## src/design/ps2_mouse_packet_tracker_top_defines.svh

```systemverilog
// assertion macros for the ps2 mouse packet tracker
// expects clk and rst_n in the scope where a macro is used
`ifndef PS2_MOUSE_PACKET_TRACKER_TOP_DEFINES_SVH
`define PS2_MOUSE_PACKET_TRACKER_TOP_DEFINES_SVH

// same-cycle implication
`define PS2MT_ASSERT_NOW(label, ante, cons, msg) \
  label: assert property (@(posedge clk) disable iff (!rst_n) (ante) |-> (cons)) \
    else $error(msg);

// next-cycle implication
`define PS2MT_ASSERT_NEXT(label, ante, cons, msg) \
  label: assert property (@(posedge clk) disable iff (!rst_n) (ante) |=> (cons)) \
    else $error(msg);

`endif

```

## src/design/ps2mt_pkg.sv

```systemverilog
// shared types and constants for the ps2 mouse packet tracker
// no dependencies
`timescale 1ns / 1ps

package ps2mt_pkg;

  // byte position inside a three-byte packet
  typedef enum logic [1:0] {
    BI_FLAGS = 2'd0,
    BI_DX    = 2'd1,
    BI_DY    = 2'd2
  } byte_idx_t;

  // one assembled packet
  typedef struct packed {
    logic [7:0] flags;
    logic [7:0] dx;
    logic [7:0] dy;
  } pkt_t;

  // flags byte bit positions
  localparam int unsigned FLG_ALWAYS1 = 3;
  localparam int unsigned FLG_XSIGN   = 4;
  localparam int unsigned FLG_YSIGN   = 5;
  localparam int unsigned FLG_XOVF    = 6;
  localparam int unsigned FLG_YOVF    = 7;

  localparam int unsigned BTN_W   = 3;
  localparam int unsigned CFG_W   = 16;
  localparam int unsigned CFG_IDX_W = 1;

  // register indexes
  localparam logic [CFG_IDX_W-1:0] CFG_MAX_X = 1'b0;
  localparam logic [CFG_IDX_W-1:0] CFG_MAX_Y = 1'b1;

  // magnitude of a negative 9-bit delta is span minus its low byte
  localparam logic [8:0] DELTA_SPAN = 9'd256;

endpackage

```

## src/design/ps2mt_framer.sv

```systemverilog
// groups incoming bytes into packets and holds the packet register
// depends on ps2mt_pkg
`timescale 1ns / 1ps

module ps2mt_framer (
  input  logic              clk,
  input  logic              rst_n,
  input  logic              in_valid,
  output logic              in_ready,
  input  logic [7:0]        in_rx_byte,
  output logic              pkt_valid,
  output ps2mt_pkg::pkt_t   pkt,
  input  logic              pkt_take
);

  ps2mt_pkg::byte_idx_t idx_r, idx_nxt;
  logic [7:0]           flags_r, flags_nxt;
  logic [7:0]           dx_r, dx_nxt;
  logic                 pkt_v_r, pkt_v_nxt;
  ps2mt_pkg::pkt_t      pkt_r, pkt_nxt;
  logic                 acc;

  // packet register frees up when taken
  assign in_ready  = !pkt_v_r || pkt_take;
  assign acc       = in_valid && in_ready;
  assign pkt_valid = pkt_v_r;
  assign pkt       = pkt_r;

  // byte position sequencing
  always_comb begin
    idx_nxt   = idx_r;
    flags_nxt = flags_r;
    dx_nxt    = dx_r;
    pkt_nxt   = pkt_r;
    pkt_v_nxt = pkt_v_r && !pkt_take;
    if (acc) begin
      case (idx_r)
        ps2mt_pkg::BI_DX: begin
          dx_nxt  = in_rx_byte;
          idx_nxt = ps2mt_pkg::BI_DY;
        end
        ps2mt_pkg::BI_DY: begin
          pkt_nxt.flags = flags_r;
          pkt_nxt.dx    = dx_r;
          pkt_nxt.dy    = in_rx_byte;
          pkt_v_nxt     = 1'b1;
          idx_nxt       = ps2mt_pkg::BI_FLAGS;
        end
        default: begin
          flags_nxt = in_rx_byte;
          idx_nxt   = ps2mt_pkg::BI_DX;
        end
      endcase
    end
  end

  // control state
  always_ff @(posedge clk) begin
    if (!rst_n) begin
      idx_r   <= ps2mt_pkg::BI_FLAGS;
      pkt_v_r <= 1'b0;
      flags_r <= 8'd0;
      dx_r    <= 8'd0;
    end else begin
      idx_r   <= idx_nxt;
      pkt_v_r <= pkt_v_nxt;
      flags_r <= flags_nxt;
      dx_r    <= dx_nxt;
    end
  end

  // packet payload
  always_ff @(posedge clk) begin
    pkt_r <= pkt_nxt;
  end

endmodule

```

## src/design/ps2mt_axis.sv

```systemverilog
// one axis: move by a 9-bit magnitude without going below zero, then clamp
// depends on nothing; parameterized by position width
`timescale 1ns / 1ps

module ps2mt_axis #(
  parameter int unsigned POS_BITS = 16
) (
  input  logic [POS_BITS-1:0] pos,
  input  logic [8:0]          mag,
  input  logic                sub,
  input  logic                apply,
  input  logic [POS_BITS-1:0] lim,
  output logic [POS_BITS-1:0] pos_new
);

  localparam int unsigned SW = ((POS_BITS > 9) ? POS_BITS : 9) + 1;

  logic [SW-1:0] pos_w;
  logic [SW-1:0] mag_w;
  logic [SW-1:0] lim_w;
  logic [SW-1:0] moved;

  assign pos_w = SW'(pos);
  assign mag_w = SW'(mag);
  assign lim_w = SW'(lim);

  // move, holding the axis where it would go negative
  always_comb begin
    if (!apply) begin
      moved = pos_w;
    end else if (!sub) begin
      moved = pos_w + mag_w;
    end else if (pos_w >= mag_w) begin
      moved = pos_w - mag_w;
    end else begin
      moved = pos_w;
    end
  end

  // clamp to the limit
  assign pos_new = (moved > lim_w) ? lim : POS_BITS'(moved);

endmodule

```

## src/design/ps2_mouse_packet_tracker_top.sv

```systemverilog
// top level of the ps2 mouse packet tracker: config, cursor state, result register
// depends on ps2mt_pkg, ps2mt_framer, ps2mt_axis and the defines header
//
//   channel | signals                                            | dir
//   in      | in_valid, in_ready, in_rx_byte                     | in
//   out     | out_valid, out_ready, out_pos_x, out_pos_y,        | out
//           | out_button_bits, out_packet_ok                     |
//   cfg     | cfg_we, cfg_index, cfg_wdata                       | in
//
// one byte is taken per cycle unless input is stalled; every third byte lands
// in the packet register and moves to the output register once that is free
// the cursor update is one add or subtract plus two compares per axis
// synchronous active-low reset clears position, buttons, limits and framing
// a stalled output holds the packet register, which then stalls input
`timescale 1ns / 1ps
`include "ps2_mouse_packet_tracker_top_defines.svh"

module ps2_mouse_packet_tracker_top #(
  parameter int unsigned POS_BITS = 16
) (
  input  logic        clk,
  input  logic        rst_n,
  input  logic        in_valid,
  output logic        in_ready,
  input  logic [7:0]  in_rx_byte,
  output logic        out_valid,
  input  logic        out_ready,
  output logic [15:0] out_pos_x,
  output logic [15:0] out_pos_y,
  output logic [2:0]  out_button_bits,
  output logic        out_packet_ok,
  input  logic        cfg_we,
  input  logic [ps2mt_pkg::CFG_IDX_W-1:0] cfg_index,
  input  logic [ps2mt_pkg::CFG_W-1:0]     cfg_wdata
);

  logic [ps2mt_pkg::CFG_W-1:0] max_x_r, max_y_r;
  logic [POS_BITS-1:0]         cursor_x_r, cursor_y_r;
  logic [POS_BITS-1:0]         cursor_x_nxt, cursor_y_nxt;
  logic [POS_BITS-1:0]         lim_x, lim_y;
  logic [ps2mt_pkg::BTN_W-1:0] buttons_r, buttons_nxt;
  logic                        out_valid_r, out_valid_nxt;
  logic [15:0]                 pos_x_r, pos_y_r;
  logic [ps2mt_pkg::BTN_W-1:0] btn_out_r;
  logic                        ok_out_r;

  logic                        pkt_valid;
  ps2mt_pkg::pkt_t             pkt;
  logic                        pkt_take;
  logic                        ok;
  logic [8:0]                  mag_x, mag_y;
  logic                        sub_x, sub_y;

  // byte framing and packet register
  ps2mt_framer u_framer (
    .clk        (clk),
    .rst_n      (rst_n),
    .in_valid   (in_valid),
    .in_ready   (in_ready),
    .in_rx_byte (in_rx_byte),
    .pkt_valid  (pkt_valid),
    .pkt        (pkt),
    .pkt_take   (pkt_take)
  );

  assign pkt_take = pkt_valid && (!out_valid_r || out_ready);

  // configuration registers
  always_ff @(posedge clk) begin
    if (!rst_n) begin
      max_x_r <= '0;
      max_y_r <= '0;
    end else if (cfg_we) begin
      case (cfg_index)
        ps2mt_pkg::CFG_MAX_X: max_x_r <= cfg_wdata;
        ps2mt_pkg::CFG_MAX_Y: max_y_r <= cfg_wdata;
        default: ;
      endcase
    end
  end

  assign lim_x = POS_BITS'(max_x_r);
  assign lim_y = POS_BITS'(max_y_r);

  // packet checks and delta decode
  assign ok = !pkt.flags[ps2mt_pkg::FLG_XOVF] && !pkt.flags[ps2mt_pkg::FLG_YOVF]
              && pkt.flags[ps2mt_pkg::FLG_ALWAYS1];

  // x adds the delta, y subtracts it
  assign sub_x = pkt.flags[ps2mt_pkg::FLG_XSIGN];
  assign mag_x = sub_x ? (ps2mt_pkg::DELTA_SPAN - {1'b0, pkt.dx}) : {1'b0, pkt.dx};
  assign sub_y = !pkt.flags[ps2mt_pkg::FLG_YSIGN];
  assign mag_y = sub_y ? {1'b0, pkt.dy} : (ps2mt_pkg::DELTA_SPAN - {1'b0, pkt.dy});

  ps2mt_axis #(.POS_BITS(POS_BITS)) u_axis_x (
    .pos     (cursor_x_r),
    .mag     (mag_x),
    .sub     (sub_x),
    .apply   (ok),
    .lim     (lim_x),
    .pos_new (cursor_x_nxt)
  );

  ps2mt_axis #(.POS_BITS(POS_BITS)) u_axis_y (
    .pos     (cursor_y_r),
    .mag     (mag_y),
    .sub     (sub_y),
    .apply   (ok),
    .lim     (lim_y),
    .pos_new (cursor_y_nxt)
  );

  assign buttons_nxt = ok ? pkt.flags[ps2mt_pkg::BTN_W-1:0] : buttons_r;

  // output valid tracking
  always_comb begin
    if (pkt_take) begin
      out_valid_nxt = 1'b1;
    end else if (out_ready) begin
      out_valid_nxt = 1'b0;
    end else begin
      out_valid_nxt = out_valid_r;
    end
  end

  // cursor state and output valid
  always_ff @(posedge clk) begin
    if (!rst_n) begin
      cursor_x_r  <= '0;
      cursor_y_r  <= '0;
      buttons_r   <= '0;
      out_valid_r <= 1'b0;
    end else begin
      out_valid_r <= out_valid_nxt;
      if (pkt_take) begin
        cursor_x_r <= cursor_x_nxt;
        cursor_y_r <= cursor_y_nxt;
        buttons_r  <= buttons_nxt;
      end
    end
  end

  // result payload
  always_ff @(posedge clk) begin
    if (pkt_take) begin
      pos_x_r   <= 16'(cursor_x_nxt);
      pos_y_r   <= 16'(cursor_y_nxt);
      btn_out_r <= buttons_nxt;
      ok_out_r  <= ok;
    end
  end

  assign out_valid       = out_valid_r;
  assign out_pos_x       = pos_x_r;
  assign out_pos_y       = pos_y_r;
  assign out_button_bits = btn_out_r;
  assign out_packet_ok   = ok_out_r;

  // a result only appears after a packet transaction
  `PS2MT_ASSERT_NEXT(a_res_needs_pkt, !pkt_take && !out_valid_r, !out_valid_r, "result without packet")

  // cursor stays within limits after every packet
  `PS2MT_ASSERT_NEXT(a_cursor_in_lim, pkt_take, (cursor_x_r <= lim_x) && (cursor_y_r <= lim_y), "cursor past limit")

  // a dropped packet leaves the buttons alone
  `PS2MT_ASSERT_NEXT(a_drop_keeps_btn, pkt_take && !ok, $stable(buttons_r), "buttons changed on drop")

  // input is held off while the packet register is stuck behind a full output
  `PS2MT_ASSERT_NOW(a_stall_backs_up, pkt_valid && out_valid_r && !out_ready, !in_ready, "input taken while stalled")

endmodule

```

## config.mk

```make
export PLATFORM = sky130hd
export DESIGN_NAME = ps2_mouse_packet_tracker_top
export DESIGN_NICKNAME = d
export VERILOG_FILES = /design/src/design/ps2mt_pkg.sv /design/src/design/ps2mt_framer.sv /design/src/design/ps2mt_axis.sv /design/src/design/ps2_mouse_packet_tracker_top.sv
export VERILOG_INCLUDE_DIRS = /design/src /design/src/design
export SDC_FILE = /design/constraint.sdc
export NUM_CORES = 1
export LEC_CHECK = 0
export BUFFER_PORTS_ARGS = -buffer_cell sky130_fd_sc_hd__buf_2
export CORE_MARGIN = 8
export CORE_UTILIZATION = 61
export DETAILED_ROUTE_END_ITERATION = 10
export GPL_TIMING_DRIVEN = 0
export PLACE_DENSITY = 0.81
export SLEW_MARGIN = 20
export SYNTH_ARGS = -nofsm -noshare
export SYNTH_HDL_FRONTEND = slang
export SYNTH_SLANG_ARGS = --single-unit
```

## constraint.sdc

```tcl
create_clock -name clk -period 6.8 [get_ports clk]
set_clock_uncertainty 0.2 [all_clocks]
set_input_delay 0.34 -clock clk [delete_from_list [all_inputs] [get_ports clk]]
set_output_delay 0.34 -clock clk [all_outputs]
set_load 0.01 [all_outputs]
```

==> results of run 1 <==
## critical path, cell delays in order, from the launching register on
cell	delay, ps
edfxtp_1	400
clkbuf_2	260
clkbuf_2	290
o31ai_1	130
xnor2_1	290
ha_1	290
clkbuf_1	230
nor4b_4	340
nand4b_1	220
and2_1	230
a32oi_1	330
nand3_1	130
a21oi_1	200
xnor2_1	260
inv_1	90
ha_1	290
nand4_1	150
nor3_2	300
o31ai_1	130
a21boi_0	270
a311o_1	170
buf_2	240
buf_6	180
buf_2	250
mux2_2	390
## state kept, by name, summed over array words and instances (netlist names), 16 cells and up
| name | flops |
|---|---|
| lim_y | 16 |
| lim_x | 16 |
| cursor_y_r | 16 |
| out_pos_y | 16 |
| cursor_x_r | 16 |
| u_framer.pkt | 24 |
| out_pos_x | 16 |
## cells in the final DEF, fill, tap and decap left out, types with 24 or more instances in the layout
cell type      netlist  final
ha_1                73     72
buf_2                8     75
a21oi_1            100     99
edfxtp_1            60     60
dlygate4sd3_1        0     24
o21ai_0             41     40
xnor2_1             31     30
nor3_1              26     24
dfxtp_1             87     87
clkbuf_1            36     31
nand3_1             45     45
nor2_1              64     64
nand2_1            162    162
inv_1               90     90
## through the flow
stage               power [mW]  cell area [µm²]
floorplan                 1.14             9370
global placement          1.21             9940
detailed placement        1.21             9970
CTS                       2.15            10800
global route              2.23            10900
finish                    2.17            10900
## repair_timing
item | in CTS | in global routing
buffers inserted | 1 | 1
hold buffers | 24 | 0
pin swaps | 0 | 3
endpoints found under the hold margin | 36 | 0
gates resized for setup | 3 | 21
cloned | 0 | 0
setup endpoints to repair | 33 | 63
## area by class of cell
type	count	area (µm²)	area share
inverter	91	342	0.0313
sequential	147	3540	0.325
tap	188	235	0.0216
clock buffer	18	450	0.0413
multi-input combinational	807	5310	0.487
buffer	60	268	0.0246
timing repair buffer	93	613	0.0562
clock inverter	14	140	0.0129
## kinds of logic after synthesis
| kind of cell | after synthesis | synth area share |
|---|---|---|
| flops | 147 | 0.378 |
| mux | 20 | 0.0250 |
| fa+ha+maj | 77 | 0.106 |
| buf+inv | 152 | 0.0647 |
| xor+xnor | 44 | 0.0411 |
| simple gates | 408 | 0.208 |
| compound gates | 258 | 0.177 |
## metal layers
metal,GRT usage,vias to the layer above,part of all wire
li1,-,4132,-
met2,0.425,410,0.45
met1,0.371,4130,0.44
met4,0.0731,0,0.017
met5,0,-,0
met3,0.0578,48,0.087
## report_power, final
part,switching (mW),leakage (nW),internal [mW]
combinational,0.164,2.96,0.101
sequential,0.0166,1.25,0.939
clock,0.410,0.279,0.536
total,0.590,4.49,1.58
## worst max-delay path by stage
stage | slack, ps | endpoint | depth (start not counted) | startpoint
after floorplan | 950 | cursor_y_r[2] | 25 | u_framer.pkt[0]
after global placement | -620 | out_pos_x[11] | 24 | u_framer.pkt[20]
after detailed placement | -610 | out_pos_x[11] | 24 | u_framer.pkt[20]
after CTS | 120 | cursor_y_r[0] | 25 | u_framer.pkt[0]
after global routing | -30 | out_pos_x[10] | 24 | u_framer.pkt[20]
final | 260 | out_pos_x[10] | 24 | u_framer.pkt[20]
==> impl.org, run 1 <==
** Outcome
- Outcome :: complete, no violations

** Floorplan
- Core Footprint :: 0.0151 mm²
- Die span in y :: 140 µm
- In this run the horizontal extent of the chip is 140 µm.
- Initial Utilization :: 0.621
- The floorplan has 45 rows.
- The die covers 0.0196 mm².
- 68 I/O pins were placed.

** Global routing
- Antenna violations before repair :: 0
- Across every metal layer, demand over resource in global routing totals 0.271.
- Number of global-route vias before repair :: 7949
- Summed over all layers, the global routing overflow is 0.
- Largest net degree at the start of global routing :: 25
- The first global-routing pass estimated 42400 µm of wire.

** Job
- Max-cap violations in this run came to 0.

** Detailed routing
- Detailed-route vias per instance :: 6.15
- Count of unresolved DRC violations after routing :: 0
- Vias :: 8720
- The final layout contains routed wiring with a total length of 27400 µm.
- For this block, the initial DRC count from the detailed router was 1037.
- After detailed routing, the average wire length per cell comes to 19.3 µm.
- Before antenna repair, the detailed router went through 6 iterations.
- Antenna-violating nets left :: 0

** Worst setup path
- The number of cells on the worst reg-to-reg path is 24.
- R2r startpoint :: u_framer.pkt[20]
- Category of the critical setup timing path :: reg2reg
- At the worst endpoint, the required time is 6770 ps.
- Critical Path AT :: 6510 ps
- STA classifies the critical path startpoint as a flop.
- Endpoint of the lowest-slack register-to-register path :: out_pos_x[10]
- In this run the register-to-register setup slack is 260 ps.
- Critical path fanouts, max :: 10
- Setup crit end kind :: flop

** Layout
- In the final layout, the share of cells above drive strength 1 is 0.128.
- Total number of nets in the final design :: 1324
- Compared with the post-synthesis result, the final layout area differs by 16.3%.
- Leaving out filler cells and counting taps, the final layout contains 1418.
- At the end of the flow the core is filled with cells to 0.723.
- Number of fillers in the final layout :: 1134
- The repair_antennas step left the layout with diodes totalling 0.

** Timing
- In the post-route analysis, the smallest setup slack over all paths is 264 ps.
- Final setup violation count :: 0
- Max Freq :: 153 MHz
- For the pin with the worst max-slew slack, the measured transition is 853 ps.
- Number of max-slew violations in the final report :: 0
- Worst-case hold slack :: 34.4 ps
- Tightest slew margin relative to the limit :: 0.431
- The number of hold violations in the final report was 0.
- Post-layout minimum cycle time :: 6540 ps
- Period utilization :: 0.961
- For the final routed database, the setup TNS stands at 0 ps.

** Clock tree
- Worst-skew pair later-pin latency :: 430 ps
- Count of clock tree sinks :: 147
- Cell at the root of the clock tree :: clkbuf_16
- The H-tree was split into 4 levels.
- Clock-pin slew was measured on the worst setup and hold paths at 70 ps.
- Clock buffer count from CTS :: 17
- No sink is reached through more buffers than the 2 on the longest clock path.
- CTS tree :: built

** Placed design
- At the end of routability-driven placement, the weighted congestion stood at 0.951.
- Placed Cells :: 1361
- Post-DP HPWL :: 19800 µm
- Placement Setup Slack :: -606 ps
- Input and output buffers added on the ports amount to 66.

** Synth
- List of most frequent post-synthesis cells :: nand2_1 (162), a21oi_1 (100), inv_1 (90)
- Mapped cell area :: 0.00937 mm²
- Distinct cells, synth :: 75
- Main flop type after synthesis :: dfxtp_1
- Of the synthesized area, sequential elements account for 0.378.
- Yosys warning total :: 0
- When the netlist entered floorplanning its net count stood at 1213.
- Library cell with the largest summed area after synthesis :: edfxtp_1
- Count of flip-flops with a built-in enable after synthesis :: 60
- Cell with the most instances after synthesis :: nand2_1
- Of all flip-flops after synthesis, the portion carrying an async set or reset was 0.
- Synthesis inferred 147 register bits.
- Sorting the synthesized cells by area gives the leading types as edfxtp_1 (19%), dfxtp_1 (19%), ha_1 (9.7%), nand2_1 (6.5%), a21oi_1 (5.3%).
- Share of the synthesized area in the top cell type :: 0.192
- Mean cell area of the mapped netlist :: 8.48 µm²
- Gate Count Post-Synth :: 1106

** Worst hold path
- Endpoint of the worst hold-timing path :: out_valid
- In this run the worst hold path is classified as in2reg.
- Counting instances, the worst hold path has a depth of 4.
- Hold Crit Start :: out_ready

** Pwr
- Power per Cell Area :: 199 mW/mm²
- Summed over all cells, the static leakage comes to 4.49 nW.
- The worst-case IR drop observed on VDD is 0.213 mV.
(Power assumes the default switching activity.)
==> run 2, diff against run 1 <==
--- a/config.mk
+++ b/config.mk
@@ -8,10 +8,10 @@
 export LEC_CHECK = 0
 export BUFFER_PORTS_ARGS = -buffer_cell sky130_fd_sc_hd__buf_2
 export CORE_MARGIN = 8
-export CORE_UTILIZATION = 61
+export CORE_UTILIZATION = 55
 export DETAILED_ROUTE_END_ITERATION = 10
 export GPL_TIMING_DRIVEN = 0
-export PLACE_DENSITY = 0.81
+export PLACE_DENSITY = 0.77
 export SLEW_MARGIN = 20
 export SYNTH_ARGS = -nofsm -noshare
 export SYNTH_HDL_FRONTEND = slang
==> constraint.sdc (replaced) <==
create_clock -name clk -period 5.8 [get_ports clk]
set_clock_uncertainty 0.2 [all_clocks]
set_input_delay 0.29 -clock clk [delete_from_list [all_inputs] [get_ports clk]]
set_output_delay 0.29 -clock clk [all_outputs]
set_load 0.01 [all_outputs]
==> impl.org, run 2 (same netlist as run 1, synthesis figures left out) <==
** Detailed routing
- Vias :: 9037 (+3.6%)
- The routed via count divided by cell count came to 6.06 (-1.5%).
- Average wire per standard cell :: 19.4 µm (+0.29%)
- Antenna-violating nets left :: 0 (unchanged)
- The final routed wirelength across all metal layers is 28900 µm (+5.5%).
- The remaining design rule violation count came to 0 (unchanged).
- First-pass DRT Iterations :: 6 (unchanged)
- Number of design-rule violations left by the first detailed-router iteration :: 888 (-14%)

** Global routing
- The met1 global-route usage is 0.335 (-0.0364).
- Peak-usage layer in the global routing report :: met2
- The met3 usage was 0.0658 (+0.00806).
- The met2 global-route usage was 0.405 (-0.0199).
- The via count of the first global-routing pass was 8575 (+7.9%).
- First-pass GRT wire length :: 44400 µm (+4.7%)
- Residual overflow from global routing :: 0 (unchanged)
- Antenna violations before repair :: 0 (unchanged)
- Overall routing resource usage :: 0.258 (-0.0134)
- Largest net degree at the start of global routing :: 46 (+84%)

** Worst setup path
- R2r startpoint :: u_framer.pkt[1]
- STA classifies the critical path endpoint as a flop.
- The top fanout value on the critical path came to 6 (-4).
- The number of cells traversed by the worst register-to-register path came to 22 (-8.3%).
- The data required time at the worst endpoint was 5920 ps (-850 ps).
- The data arrival at the endpoint of the critical path is 6190 ps (-320 ps).
- Endpoint of the lowest-slack register-to-register path :: cursor_y_r[2]
- Register-to-register path setup slack :: -260 ps (-530 ps)
- Crit path launch :: u_framer.pkt[1]
- The critical path in this run is classified as reg2reg.
- Nature of the critical path startpoint :: flop

** Job
- The number of violations of the max-capacitance limit was 0 (unchanged).

** Placed design
- Count of input and output buffers :: 66 (unchanged)
- The routability-driven placement congestion ratio was 0.935 (-1.7%).
- The standard cell area after detailed placement is 0.00998 mm² (+0.16%).
- The HPWL after detailed placement is 19700 µm (-0.21%).
- The number of placed instances with taps included was 1392 (+2.3%).

** Layout
- Number of standard cells in the layout, taps in and fillers out :: 1492 (+5.2%)
- The number of diodes came to 0 (unchanged).
- Most used cells in the layout excluding fill and tap cells :: nand2_1 (157), a21oi_1 (91), dfxtp_1 (87), inv_1 (86), buf_2 (69)
- The final design instance area without fill came to 0.0119 mm² (+9.5%).
- Fraction of final layout cells sized beyond drive strength 1 :: 0.223 (+0.0948)
- Compared with the post-synthesis result, the final layout area differs by 27.4%.
- The flip-flop count of the largest register, all copies and words added was 24 (unchanged).
- Leaving out fill and tap cells, the most frequent cell in the layout is nand2_1.
- Total number of nets in the final design :: 1366 (+3.2%)

** Clock tree
- The clock net sink count came to 147 (unchanged).
- CTS tree :: built
- The total number of H-tree levels came to 4 (unchanged).
- Worst-skew pair later-pin latency :: 430 ps (about the same)
- The number of buffers inserted during clock tree synthesis was 17 (unchanged).
- The largest buffer count on any clock path is 2 (unchanged).
- Clock Pin Slew Worst Setup and Hold Paths :: 70 ps (about the same)
- Cell at the root of the clock tree :: clkbuf_16

** Worst hold path
- In this run the most critical hold path is launched from rst_n.
- Min-delay worst type :: in2reg
- The instance count along the most critical hold path came to 3 (-1).
- Endpoint of the worst hold-timing path :: cursor_y_r[9]

** Timing
- Max Freq :: 165 MHz (+7.8%)
- Number of max-slew violations in the final report :: 0 (unchanged)
- Tightest slew margin relative to the limit :: 0.414 (-0.0165)
- RSZ-0062 raised after global routing :: true
- The post-route fraction of the period consumed by the critical path came to 1.05 (+0.0839).
- Fin worst setup slack :: -262 ps (-526 ps)
- Final setup violation count :: 32 (+32)
- The transition at the pin with the smallest max-transition slack was 878 ps (+24.7 ps).
- Post-layout minimum cycle time :: 6060 ps (-474 ps)
- Final Hold Fails :: 0 (unchanged)

** Floorplan
- The boundary pin count was 68 (unchanged).
- The initial core utilization is 0.563 (-0.0580).
- Die span in y :: 147 µm (+4.7%)
- Num rows :: 47 (+4.4%)
- Core Footprint :: 0.0166 mm² (+10%)
- The die area came to 0.0215 mm² (+9.6%).
- Width of the die :: 147 µm (+4.7%)

** Pwr
- Power per Cell Area :: 217 mW/mm² (+9.1%)
- The total chip power was 2.59 mW (+20%).
- Peak supply drop :: 0.283 mV (+33%)
- Reported leakage power :: 4.88 nW (+8.8%)

** Outcome
- The final reports fail on setup timing.
- Outcome :: finished with violations
[run 2: cell types whose count changed in the layout (fill, tap and decap cells not counted), sizes merged]
cell | previous run | this run
clkbuf | 53 | 48
dlygate4sd3 | 24 | 26
clkinvlp | 4 | 3
clkinv | 3 | 4
inv | 97 | 98
buf | 94 | 138
[run 2: timing repair]
item / 4_1_cts / 5_1_grt
resized for setup: 70 / 94
hold buffers: 26 / 0
endpoints found under the setup margin: 64 / 64
pin swaps: 29 / 45
gates cloned: 1 / 1
endpoints found under the hold margin: 58 / 0
setup buffers: 22 / 24
[run 2: where the power goes]
part	switching, mW	total [mW]	internal (mW)
combinational	0.216	0.381	0.165
clock	0.483	1.09	0.602
sequential	0.0207	1.12	1.10
total	0.720	2.59	1.87
[run 2: critical path, stage by stage, from the launching register on]
cell and delay [ps]:
edfxtp_1 420, inv_2 110, ha_4 140, nand2_2 50, or3_4 350, or4_4 560, ha_4 310, nand2b_4 80
or3_4 380, o221ai_4 300, o21a_4 200, a32oi_4 150, xnor2_2 260, ha_1 330, a21o_1 200, a2111oi_2 380
o22ai_1 160, or4_4 430, a21oi_2 160, o21ai_2 90, buf_6 150, mux2_4 320, o211a_1 210
[run 2: worst max-delay path by stage]
| stage | slack (ps) | cells past startpoint | to |
|---|---|---|---|
| after floorplan | 7 | 25 | cursor_y_r[2] |
| after global placement | -1570 | 25 | out_pos_x[10] |
| after detailed placement | -1560 | 25 | out_pos_x[11] |
| after CTS | -100 | 25 | cursor_y_r[2] |
| after global routing | -490 | 24 | out_pos_y[14] |
| final | -260 | 22 | cursor_y_r[2] |
[run 2: layout make-up]
| type | count | area [µm²] |
|---|---|---|
| fillers | 1190 | 4700 |
| repair buffers | 140 | 970 |
| well taps | 220 | 275 |
| inverters | 91 | 342 |
| clock buffers | 17 | 425 |
| flip-flops and latches | 147 | 3540 |
| plain buffers | 55 | 318 |
| multi-input cells | 807 | 5920 |
| clock inverters | 15 | 146 |
[run 2: per-layer routing]
layer / wire length [µm] / vias up
met3: 2750 / 97
li1: - / 4225
met2: 13000 / 516
met1: 12100 / 4199
met5: 0 / -
met4: 1050 / 0
[run 2: per-stage QoR]
| stage | hold slack [ps] | TNS, ps | util | setup slack (ps) |
|---|---|---|---|---|
| 2_1_floorplan | 189 | 0 | - | 7.41 |
| 3_3_place_gp | 213 | -73960 | 0.600 | -1570 |
| 3_5_place_dp | 216 | -72030 | 0.600 | -1560 |
| 4_1_cts | 102 | -1380 | 0.678 | -98.2 |
| 5_1_grt | 140 | -13310 | 0.718 | -485 |
| 6_report | 113 | -5650 | 0.718 | -262 |
